`config.mk`:
```
export PLATFORM = sky130hd
export DESIGN_NAME = pid_to_pwm_duty
export DESIGN_NICKNAME = d
export VERILOG_FILES = /design/src/sv/pidpwm_pkg.sv /design/src/sv/pidpwm_regs.sv /design/src/sv/pidpwm_ctrl.sv /design/src/sv/pidpwm_dp.sv /design/src/sv/pid_to_pwm_duty.sv
export SDC_FILE = /design/constraint.sdc
export NUM_CORES = 2
export LEC_CHECK = 0
export BUFFER_PORTS_ARGS = -buffer_cell sky130_fd_sc_hd__buf_2
export CAP_MARGIN = 20
export CORE_MARGIN = 2
export CORE_UTILIZATION = 51
export DETAILED_ROUTE_END_ITERATION = 16
export GPL_ROUTABILITY_DRIVEN = 0
export PLACE_DENSITY = 0.7
export SYNTH_ARGS = -nofsm -noshare
export SYNTH_HDL_FRONTEND = slang
export SYNTH_SLANG_ARGS = --single-unit
```
`constraint.sdc`:
```
create_clock -name clk -period 9.55 [get_ports clk]
set_input_delay 0.4775 -clock clk [delete_from_list [all_inputs] [get_ports clk]]
set_output_delay 0.4775 -clock clk [all_outputs]
set_load 0.02 [all_outputs]
```
`src/sv/pidpwm_pkg.sv`:
```
// Shared types and constants for the PID-to-PWM duty block.
// Used by the register file, controller, datapath and top level.
// No dependencies.
package pidpwm_pkg;

    // Register indexes on the configuration port (paddr[3:2])
    typedef enum logic [1:0] {
        REG_KP = 2'd0,
        REG_KI = 2'd1,
        REG_KD = 2'd2
    } reg_idx_t;

    // Gains, unsigned Q4.12
    typedef struct packed {
        logic [15:0] kp;
        logic [15:0] ki;
        logic [15:0] kd;
    } gains_t;

    localparam logic [15:0] KP_RESET = 16'd410;
    localparam logic [15:0] KI_RESET = 16'd532;
    localparam logic [15:0] KD_RESET = 16'd410;

    // Datapath step codes, one per state of the tick sequence
    typedef enum logic [3:0] {
        STEP_NONE,
        STEP_MUL_I,
        STEP_MUL_P,
        STEP_MUL_D,
        STEP_SUM,
        STEP_ROUND,
        STEP_SCALE,
        STEP_RECIP,
        STEP_EMIT
    } step_t;

    typedef struct packed {
        logic  load;
        step_t step;
    } dp_cmd_t;

    typedef struct packed {
        logic out_free;
    } dp_status_t;

    // Q.20 sum to Q8.8: round half up, then drop 12 bits
    localparam int         FRAC_SHIFT = 12;
    localparam logic [35:0] ROUND_BIAS = 36'd2048;

    // duty = floor(c * range / 25600) = floor(((c * range) >> 10) / 25)
    localparam int          PCT_SHIFT   = 10;
    localparam int          PCT_DIV     = 25;
    localparam int          RECIP_SHIFT = 26;
    localparam int          RECIP_W     = 22;
    localparam logic [21:0] RECIP_MULT  = 22'd2684354;  // floor(2^26 / 25)

endpackage

```
`src/sv/pidpwm_regs.sv`:
```
// Configuration register file: three gain registers on an APB-style port.
// Depends on pidpwm_pkg.
module pidpwm_regs
(
    input  logic                  clk,
    input  logic                  rst_n,
    input  logic                  psel,
    input  logic                  penable,
    input  logic                  pwrite,
    input  logic [3:0]            paddr,
    input  logic [31:0]           pwdata,
    output logic [31:0]           prdata,
    output logic                  pready,
    output pidpwm_pkg::gains_t    gains
);
    import pidpwm_pkg::*;

    gains_t   gains_reg;
    gains_t   gains_next;
    reg_idx_t idx;
    logic     wr_en;

    assign idx    = reg_idx_t'(paddr[3:2]);
    assign wr_en  = psel && penable && pwrite;
    assign pready = 1'b1;
    assign gains  = gains_reg;

    // Write decode; an unused index is ignored
    always_comb
    begin
        gains_next = gains_reg;
        if (wr_en)
        begin
            unique case (idx)
                REG_KP:  gains_next.kp = pwdata[15:0];
                REG_KI:  gains_next.ki = pwdata[15:0];
                REG_KD:  gains_next.kd = pwdata[15:0];
                default: gains_next = gains_reg;
            endcase
        end
    end

    always_ff @(posedge clk or negedge rst_n)
    begin
        if (!rst_n)
        begin
            gains_reg.kp <= KP_RESET;
            gains_reg.ki <= KI_RESET;
            gains_reg.kd <= KD_RESET;
        end
        else
        begin
            gains_reg <= gains_next;
        end
    end

    // Read-back mux
    always_comb
    begin
        unique case (idx)
            REG_KP:  prdata = {16'd0, gains_reg.kp};
            REG_KI:  prdata = {16'd0, gains_reg.ki};
            REG_KD:  prdata = {16'd0, gains_reg.kd};
            default: prdata = 32'd0;
        endcase
    end

endmodule

```
`src/sv/pidpwm_ctrl.sv`:
```
// Tick sequencer: walks the datapath through one control tick per request.
// Depends on pidpwm_pkg.
module pidpwm_ctrl
(
    input  logic                    clk,
    input  logic                    rst_n,
    input  logic                    in_valid,
    output logic                    in_ready,
    input  pidpwm_pkg::dp_status_t  status,
    output pidpwm_pkg::dp_cmd_t     cmd
);
    import pidpwm_pkg::*;

    typedef enum logic [3:0] {
        ST_IDLE,
        ST_MUL_I,
        ST_MUL_P,
        ST_MUL_D,
        ST_SUM,
        ST_ROUND,
        ST_SCALE,
        ST_RECIP,
        ST_EMIT
    } state_t;

    state_t state_reg;
    state_t state_next;
    logic   ready_reg;
    logic   ready_next;

    assign in_ready = ready_reg;

    // Next state
    always_comb
    begin
        state_next = state_reg;
        ready_next = ready_reg;
        unique case (state_reg)
            ST_IDLE:
            begin
                if (in_valid)
                begin
                    state_next = ST_MUL_I;
                    ready_next = 1'b0;
                end
            end
            ST_MUL_I: state_next = ST_MUL_P;
            ST_MUL_P: state_next = ST_MUL_D;
            ST_MUL_D: state_next = ST_SUM;
            ST_SUM:   state_next = ST_ROUND;
            ST_ROUND: state_next = ST_SCALE;
            ST_SCALE: state_next = ST_RECIP;
            ST_RECIP: state_next = ST_EMIT;
            ST_EMIT:
            begin
                // hold until the output register can take the result
                if (status.out_free)
                begin
                    state_next = ST_IDLE;
                    ready_next = 1'b1;
                end
            end
            default:
            begin
                state_next = ST_IDLE;
                ready_next = 1'b1;
            end
        endcase
    end

    always_ff @(posedge clk or negedge rst_n)
    begin
        if (!rst_n)
        begin
            state_reg <= ST_IDLE;
            ready_reg <= 1'b1;
        end
        else
        begin
            state_reg <= state_next;
            ready_reg <= ready_next;
        end
    end

    // Command decode
    always_comb
    begin
        cmd.load = in_valid && ready_reg;
        unique case (state_reg)
            ST_MUL_I: cmd.step = STEP_MUL_I;
            ST_MUL_P: cmd.step = STEP_MUL_P;
            ST_MUL_D: cmd.step = STEP_MUL_D;
            ST_SUM:   cmd.step = STEP_SUM;
            ST_ROUND: cmd.step = STEP_ROUND;
            ST_SCALE: cmd.step = STEP_SCALE;
            ST_RECIP: cmd.step = STEP_RECIP;
            ST_EMIT:  cmd.step = status.out_free ? STEP_EMIT : STEP_NONE;
            default:  cmd.step = STEP_NONE;
        endcase
    end

endmodule

```
`src/sv/pidpwm_dp.sv`:
```
// PID datapath: error, shared gain multiplier, saturating integral,
// rounding, duty scaling by reciprocal multiply, and the result register.
// Depends on pidpwm_pkg.
module pidpwm_dp
#(
    parameter int DUTY_RANGE = 256
)
(
    input  logic                    clk,
    input  logic                    rst_n,
    input  pidpwm_pkg::gains_t      gains,
    input  pidpwm_pkg::dp_cmd_t     cmd,
    output pidpwm_pkg::dp_status_t  status,
    input  logic [15:0]             target_level,
    input  logic [15:0]             measured_level,
    output logic [15:0]             control_value,
    output logic [8:0]              duty_count,
    output logic                    clamped,
    output logic                    out_valid,
    input  logic                    out_ready
);
    import pidpwm_pkg::*;

    localparam int DW = $clog2(DUTY_RANGE + 1);   // bits of the range value
    localparam int XW = 15 + DW;                  // control * range
    localparam int YW = XW - PCT_SHIFT;           // after the power-of-two part
    localparam int PW = YW + RECIP_W;             // reciprocal product
    localparam int QW = PW - RECIP_SHIFT;         // quotient estimate
    localparam logic [31:0] RANGE32 = 32'(DUTY_RANGE);

    logic signed [16:0] err_reg,   err_next;
    logic signed [17:0] derr_reg,  derr_next;
    logic signed [16:0] prev_reg,  prev_next;
    logic signed [31:0] integ_reg, integ_next;
    logic signed [34:0] prod_reg,  prod_next;
    logic signed [35:0] acc_reg,   acc_next;
    logic signed [15:0] c_reg,     c_next;
    logic [XW-1:0]      x_reg,     x_next;
    logic [PW-1:0]      rprod_reg, rprod_next;
    logic [15:0]        outc_reg,  outc_next;
    logic [8:0]         duty_reg,  duty_next;
    logic               clamp_reg, clamp_next;
    logic               valid_reg, valid_next;

    logic signed [16:0] mul_a;
    logic signed [17:0] mul_b;
    logic signed [35:0] isum;
    logic signed [35:0] rsum;
    logic signed [23:0] rshift;
    logic [14:0]        cpos;
    logic [YW-1:0]      yval;
    logic [QW-1:0]      q0;
    logic [YW-1:0]      rem;
    logic [QW-1:0]      quot;
    logic [31:0]        duty_full;
    logic               duty_clamp;

    assign status.out_free = !valid_reg || out_ready;
    assign control_value   = outc_reg;
    assign duty_count      = duty_reg;
    assign clamped         = clamp_reg;
    assign out_valid       = valid_reg;

    // Error and error difference at request time
    always_comb
    begin
        err_next  = $signed({target_level[15], target_level})
                  - $signed({measured_level[15], measured_level});
        derr_next = $signed({err_next[16], err_next}) - $signed({prev_reg[16], prev_reg});
        prev_next = cmd.load ? err_next : prev_reg;
    end

    // Shared gain multiplier operand select
    always_comb
    begin
        unique case (cmd.step)
            STEP_MUL_I:
            begin
                mul_a = $signed({1'b0, gains.ki});
                mul_b = 18'(err_reg);
            end
            STEP_MUL_P:
            begin
                mul_a = $signed({1'b0, gains.kp});
                mul_b = 18'(err_reg);
            end
            STEP_MUL_D:
            begin
                mul_a = $signed({1'b0, gains.kd});
                mul_b = derr_reg;
            end
            default:
            begin
                mul_a = '0;
                mul_b = '0;
            end
        endcase
    end

    assign prod_next = 35'(mul_a) * 35'(mul_b);

    // Saturating integral update
    always_comb
    begin
        isum = 36'(integ_reg) + 36'(prod_reg);
        if ((isum[35:31] == 5'b00000) || (isum[35:31] == 5'b11111))
            integ_next = isum[31:0];
        else if (isum[35])
            integ_next = 32'sh8000_0000;
        else
            integ_next = 32'sh7FFF_FFFF;
    end

    // Round half up to Q8.8 and saturate
    always_comb
    begin
        rsum   = acc_reg + $signed(ROUND_BIAS);
        rshift = rsum[35:FRAC_SHIFT];
        if ((rshift[23:15] == 9'h000) || (rshift[23:15] == 9'h1FF))
            c_next = rshift[15:0];
        else if (rshift[23])
            c_next = 16'sh8000;
        else
            c_next = 16'sh7FFF;
    end

    // Duty: scale, reciprocal divide by 25, one correction step, clamp
    always_comb
    begin
        cpos       = c_reg[15] ? 15'd0 : c_reg[14:0];
        x_next     = XW'(cpos) * XW'(DUTY_RANGE);
        yval       = x_reg[XW-1:PCT_SHIFT];
        rprod_next = PW'(yval) * PW'(RECIP_MULT);
        q0         = rprod_reg[PW-1:RECIP_SHIFT];
        rem        = yval - YW'(q0) * YW'(PCT_DIV);
        quot       = (rem >= YW'(PCT_DIV)) ? q0 + QW'(1) : q0;
        if (c_reg[15])
        begin
            duty_full  = 32'd0;
            duty_clamp = 1'b1;
        end
        else if (32'(quot) > RANGE32)
        begin
            duty_full  = RANGE32;
            duty_clamp = 1'b1;
        end
        else
        begin
            duty_full  = 32'(quot);
            duty_clamp = 1'b0;
        end
    end

    // Result register
    always_comb
    begin
        outc_next  = outc_reg;
        duty_next  = duty_reg;
        clamp_next = clamp_reg;
        valid_next = out_ready ? 1'b0 : valid_reg;
        if (cmd.step == STEP_EMIT)
        begin
            outc_next  = c_reg;
            duty_next  = duty_full[8:0];
            clamp_next = duty_clamp;
            valid_next = 1'b1;
        end
    end

    // Working registers, loaded by step
    always_comb
    begin
        acc_next = acc_reg;
        unique case (cmd.step)
            STEP_MUL_D: acc_next = 36'(prod_reg) + 36'(integ_reg);
            STEP_SUM:   acc_next = acc_reg + 36'(prod_reg);
            default:    acc_next = acc_reg;
        endcase
    end

    always_ff @(posedge clk)
    begin
        if (cmd.load)
        begin
            err_reg  <= err_next;
            derr_reg <= derr_next;
        end
        if ((cmd.step == STEP_MUL_I) || (cmd.step == STEP_MUL_P) ||
            (cmd.step == STEP_MUL_D))
            prod_reg <= prod_next;
        acc_reg <= acc_next;
        if (cmd.step == STEP_ROUND)
            c_reg <= c_next;
        if (cmd.step == STEP_SCALE)
            x_reg <= x_next;
        if (cmd.step == STEP_RECIP)
            rprod_reg <= rprod_next;
        outc_reg  <= outc_next;
        duty_reg  <= duty_next;
        clamp_reg <= clamp_next;
    end

    // Controller state of the loop: error history, integral, result valid
    always_ff @(posedge clk or negedge rst_n)
    begin
        if (!rst_n)
        begin
            prev_reg  <= '0;
            integ_reg <= '0;
            valid_reg <= 1'b0;
        end
        else
        begin
            prev_reg  <= prev_next;
            if (cmd.step == STEP_MUL_P)
                integ_reg <= integ_next;
            valid_reg <= valid_next;
        end
    end

endmodule

```
`src/sv/pid_to_pwm_duty.sv`:
```
// Positional PID controller producing a PWM duty word, one result per tick.
// Each accepted request runs an 8-step sequence through one shared gain multiplier, the
// last step loading the result register once the output register is free.
// A new request is taken once the last result is in the output register.
// Reset clears integral, previous error and output valid.
// Gains reset to Kp=410, Ki=532, Kd=410 (Q4.12). Depends on pidpwm_pkg and submodules.
module pid_to_pwm_duty
#(
    parameter int DUTY_RANGE = 256
)
(
    input  logic        clk,
    input  logic        rst_n,
    // configuration port
    input  logic        psel,
    input  logic        penable,
    input  logic        pwrite,
    input  logic [3:0]  paddr,
    input  logic [31:0] pwdata,
    output logic [31:0] prdata,
    output logic        pready,
    // request stream
    input  logic        s_tvalid,
    output logic        s_tready,
    input  logic [31:0] s_tdata,   // [15:0] target_level, [31:16] measured_level
    // result stream
    output logic        m_tvalid,
    input  logic        m_tready,
    output logic [31:0] m_tdata,   // [15:0] control_value, [24:16] duty_count, rest 0
    output logic        m_tuser    // [0] clamped
);
    import pidpwm_pkg::*;

    gains_t     gains;
    dp_cmd_t    cmd;
    dp_status_t status;
    logic [15:0] control_value;
    logic [8:0]  duty_count;

    pidpwm_regs u_regs
    (
        .clk     (clk),
        .rst_n   (rst_n),
        .psel    (psel),
        .penable (penable),
        .pwrite  (pwrite),
        .paddr   (paddr),
        .pwdata  (pwdata),
        .prdata  (prdata),
        .pready  (pready),
        .gains   (gains)
    );

    pidpwm_ctrl u_ctrl
    (
        .clk      (clk),
        .rst_n    (rst_n),
        .in_valid (s_tvalid),
        .in_ready (s_tready),
        .status   (status),
        .cmd      (cmd)
    );

    pidpwm_dp #(.DUTY_RANGE(DUTY_RANGE)) u_dp
    (
        .clk            (clk),
        .rst_n          (rst_n),
        .gains          (gains),
        .cmd            (cmd),
        .status         (status),
        .target_level   (s_tdata[15:0]),
        .measured_level (s_tdata[31:16]),
        .control_value  (control_value),
        .duty_count     (duty_count),
        .clamped        (m_tuser),
        .out_valid      (m_tvalid),
        .out_ready      (m_tready)
    );

    assign m_tdata = {7'd0, duty_count, control_value};

endmodule
```
==> flow_summary_export.csv <==
group,metric,value,unit
floorplanning,start_util,51.5,%
critical_path,required,9900,ps
critical_path,path_max_fanout,16,
grt,grt_use_met1,31.4,%
min_path,hold_path_class,"in -> reg",
placed_design,hpwl,60.1,mm
floorplanning,die_area,65800,µm²
critical_path,crit_type,"reg -> reg",
sta,period_minus_slack,8390,ps
detailed_routing,drt-initial-drc-count,1438,
cells_and_area,antenna_cells,0,
cells_and_area,multiInputGateArea,22100,µm²
cells_and_area,drive_gt1_share,11.0,%
cts,clk_path_buf_depth,3,
critical_path,cp-end-kind,"flop",
logic_synthesis,synthMuxAreaShare,3.11,%
logic_synthesis,async_reset_ff_share,37.7,%
critical_path,critical_path.endpoint,"u_dp.prod_reg[33]",
logic_synthesis,synth-compound-area-share,11.5,%
grt,grt_pass1_wl,124,mm
logic_synthesis,ys.flop_type,"edfxtp_1",
cts,path_clk_slew,60,ps
placed_design,io_buffers,100,
sta,tightest_slew,1050,ps
floorplanning,ioPinCount,143,
sta,fin_worst_skew,16.7,ps
logic_synthesis,synthesis.area,32500,µm²
grt,grt_pass1_vias,24300,
critical_path,rr_worst_depth,23,
critical_path,path_cells,"or2_2, nor2_2, buf_4, a22oi_1, nor2_1, inv_1, fa_1, fa_1, inv_1, fa_1, fa_1, fa_1, inv_1, fa_1, inv_1, ha_1, a21o_1, a21o_1, a21oi_1, nor4b_1, o31ai_1, a21oi_1, xnor2_1",
flow_run,max_cap_violations,0,
cts,cts_hold_buf,1,
cells_and_area,fill_cells,5642,
logic_synthesis,synth.avg_cell_area,9.65,µm²
detailed_routing,drc,0,
cts,insertion_delay,610,ps
grt,top_usage_layer,"met2",
cells_and_area,final_net_count,4254,
logic_synthesis,ys_ff_latch,273,
critical_path,cp.depth,23,
sta,post-route-period-util,87.9,%
detailed_routing,vias,23400,
detailed_routing,drt-vias-per-instance,5.40,
grt,grtUsageMet2,39.0,%
logic_synthesis,synth-simple-area-share,12.1,%
critical_path,startpoint,"u_ctrl.state_reg[2]",
critical_path,r2r-start,"u_ctrl.state_reg[2]",
cts,post_cts_resized,0,
detailed_routing,ant_nets,0,
cells_and_area,area_growth,8.00,%
sta,setup_tns,0,ps
cts,cts_tree,"built",
cts,h-tree-depth,1,
cts,cts.sinks,273,
cells_and_area,layout_commonest_cell,"inv_1",
cells_and_area,final_util,55.6,%
cts,post_cts_buffers,0,
cells_and_area,largest_reg_flops,48,
sta,layout_setup_ws,1160,ps
logic_synthesis,synth-xor-area-share,4.29,%
placed_design,pre_cts_ws,1230,ps
critical_path,crit_buf_inv,5,
critical_path,path_delay_family,"adder cells",
logic_synthesis,syn_inst,3368,
cells_and_area,final_cell_mix,"592 x inv_1, 387 x fa_1, 333 x ha_1, 298 x nand2_1, 257 x nor2_1",
critical_path,r2r_setup_slack,1160,ps
sta,worst_slew_margin_rel,30.1,%
critical_path,slowest_stage,"nor2_2",
detailed_routing,drt-total-wl,73.5,mm
logic_synthesis,synth_fa_ha_area_share,36.7,%
sta,finalSetupViolCount,0,
critical_path,cp.arrival,8740,ps
grt,grtUsageTotal,23.1,%
cts,cts_buffers,31,
detailed_routing,routedWlPerCell,17.0,µm
critical_path,start_kind,"flop",
logic_synthesis,synth_top_family_by_area,"adder cells",
logic_synthesis,ys_seq_area_share,23.7,%
sta,slew_viol_final,0,
floorplanning,die_w,256,µm
critical_path,r2r-end,"u_dp.prod_reg[33]",
critical_path,critical-path-top-cell-by-count,"fa_1",
grt,antenna_found_initial,0,
logic_synthesis,yosysUniqueCellTypes,96,
cells_and_area,seqCellArea,7700,µm²
logic_synthesis,synth_edf_count,170,
sta,hold_viol_final,0,
sta,rsz0062_at_grt,"no",
floorplanning,num_rows,92,
sta,fmax,119,MHz
cts,root_buffer,"clkbuf_16",
detailed_routing,drt-pass1-iter-count,5,
floorplanning,coreArea,63100,µm²
grt,grt_overflow,0,
grt,grt_max_degree,64,
run_status,status,"completed",
floorplanning,die_h,256,µm
logic_synthesis,yosysWarnings,0,
grt,met3_usage,3.37,%
critical_path,timing.critical_path.slowest_cell_delay,710,ps
[synth_stat cells, drive strengths merged, types with 42 or more instances]
library cell | n | share of area [%]
nand2 | 298 | 3.4
a21oi | 157 | 2.8
a21o | 58 | 1.3
nor3 | 67 | 1.1
nand3 | 51 | 0.83
edfxtp | 170 | 16
inv | 593 | 6.8
dfrtp | 89 | 6.9
o21ai | 132 | 2.0
xnor2 | 102 | 2.7
fa | 387 | 24
mux2 | 68 | 2.4
clkbuf | 71 | 0.82
xor2 | 57 | 1.5
nor2 | 290 | 3.6
buf | 42 | 0.95
ha | 333 | 13
[area by class of cell]
| cell class | instances | share of cell area, % |
|---|---|---|
| well taps | 846 | 3.02 |
| inverters | 593 | 6.34 |
| clock inverters | 19 | 0.831 |
| multi-input cells | 2411 | 63.1 |
| clock buffers | 39 | 2.30 |
| flip-flops and latches | 273 | 21.9 |
| repair buffers | 149 | 2.49 |
[kinds of logic (layout without fill, tap and decap cells)]
family | after synthesis | after routing
multiplexers | 91 | 91
adder cells (fa/ha/maj) | 720 | 720
XOR/XNOR | 159 | 159
flip-flops | 273 | 273
AO/OA/AOI/OAI | 557 | 557
other | 2 | 24
buffers and inverters | 706 | 800
AND/OR/NAND/NOR | 860 | 860
[worst min path at each step]
stage	start	end	slack, ps	depth (start not counted)
2_1_floorplan	rst_n	u_ctrl.state_reg[0]	180	0
3_3_place_gp	u_dp.c_reg[1]	u_dp.control_value[1]	400	0
3_5_place_dp	u_dp.c_reg[1]	u_dp.control_value[1]	400	0
4_1_cts	m_tready	u_dp.out_valid	60	2
5_1_grt	m_tready	u_dp.out_valid	70	2
6_report	m_tready	u_dp.out_valid	80	2
[stage by stage]
stage	hold slack (ps)	cell area [µm²]	cells
floorplan	182	32600	3390
global placement	403	34000	4270
detailed placement	405	34000	4270
CTS	60.5	35100	4329
global route	72.7	35100	4330
finish	80.7	35100	4330
[metal layers]
metal	routed length [µm]	share of wire [%]	up-vias
li1	-	-	11200
met1	32800	45	11400
met2	34500	47	613
met3	4370	5.9	110
met4	1890	2.6	0
met5	0	0	-
Power is left out: the tool's default activity adds up to more than one toggle a clock period on the data nets, which glitch-free logic cannot reach.
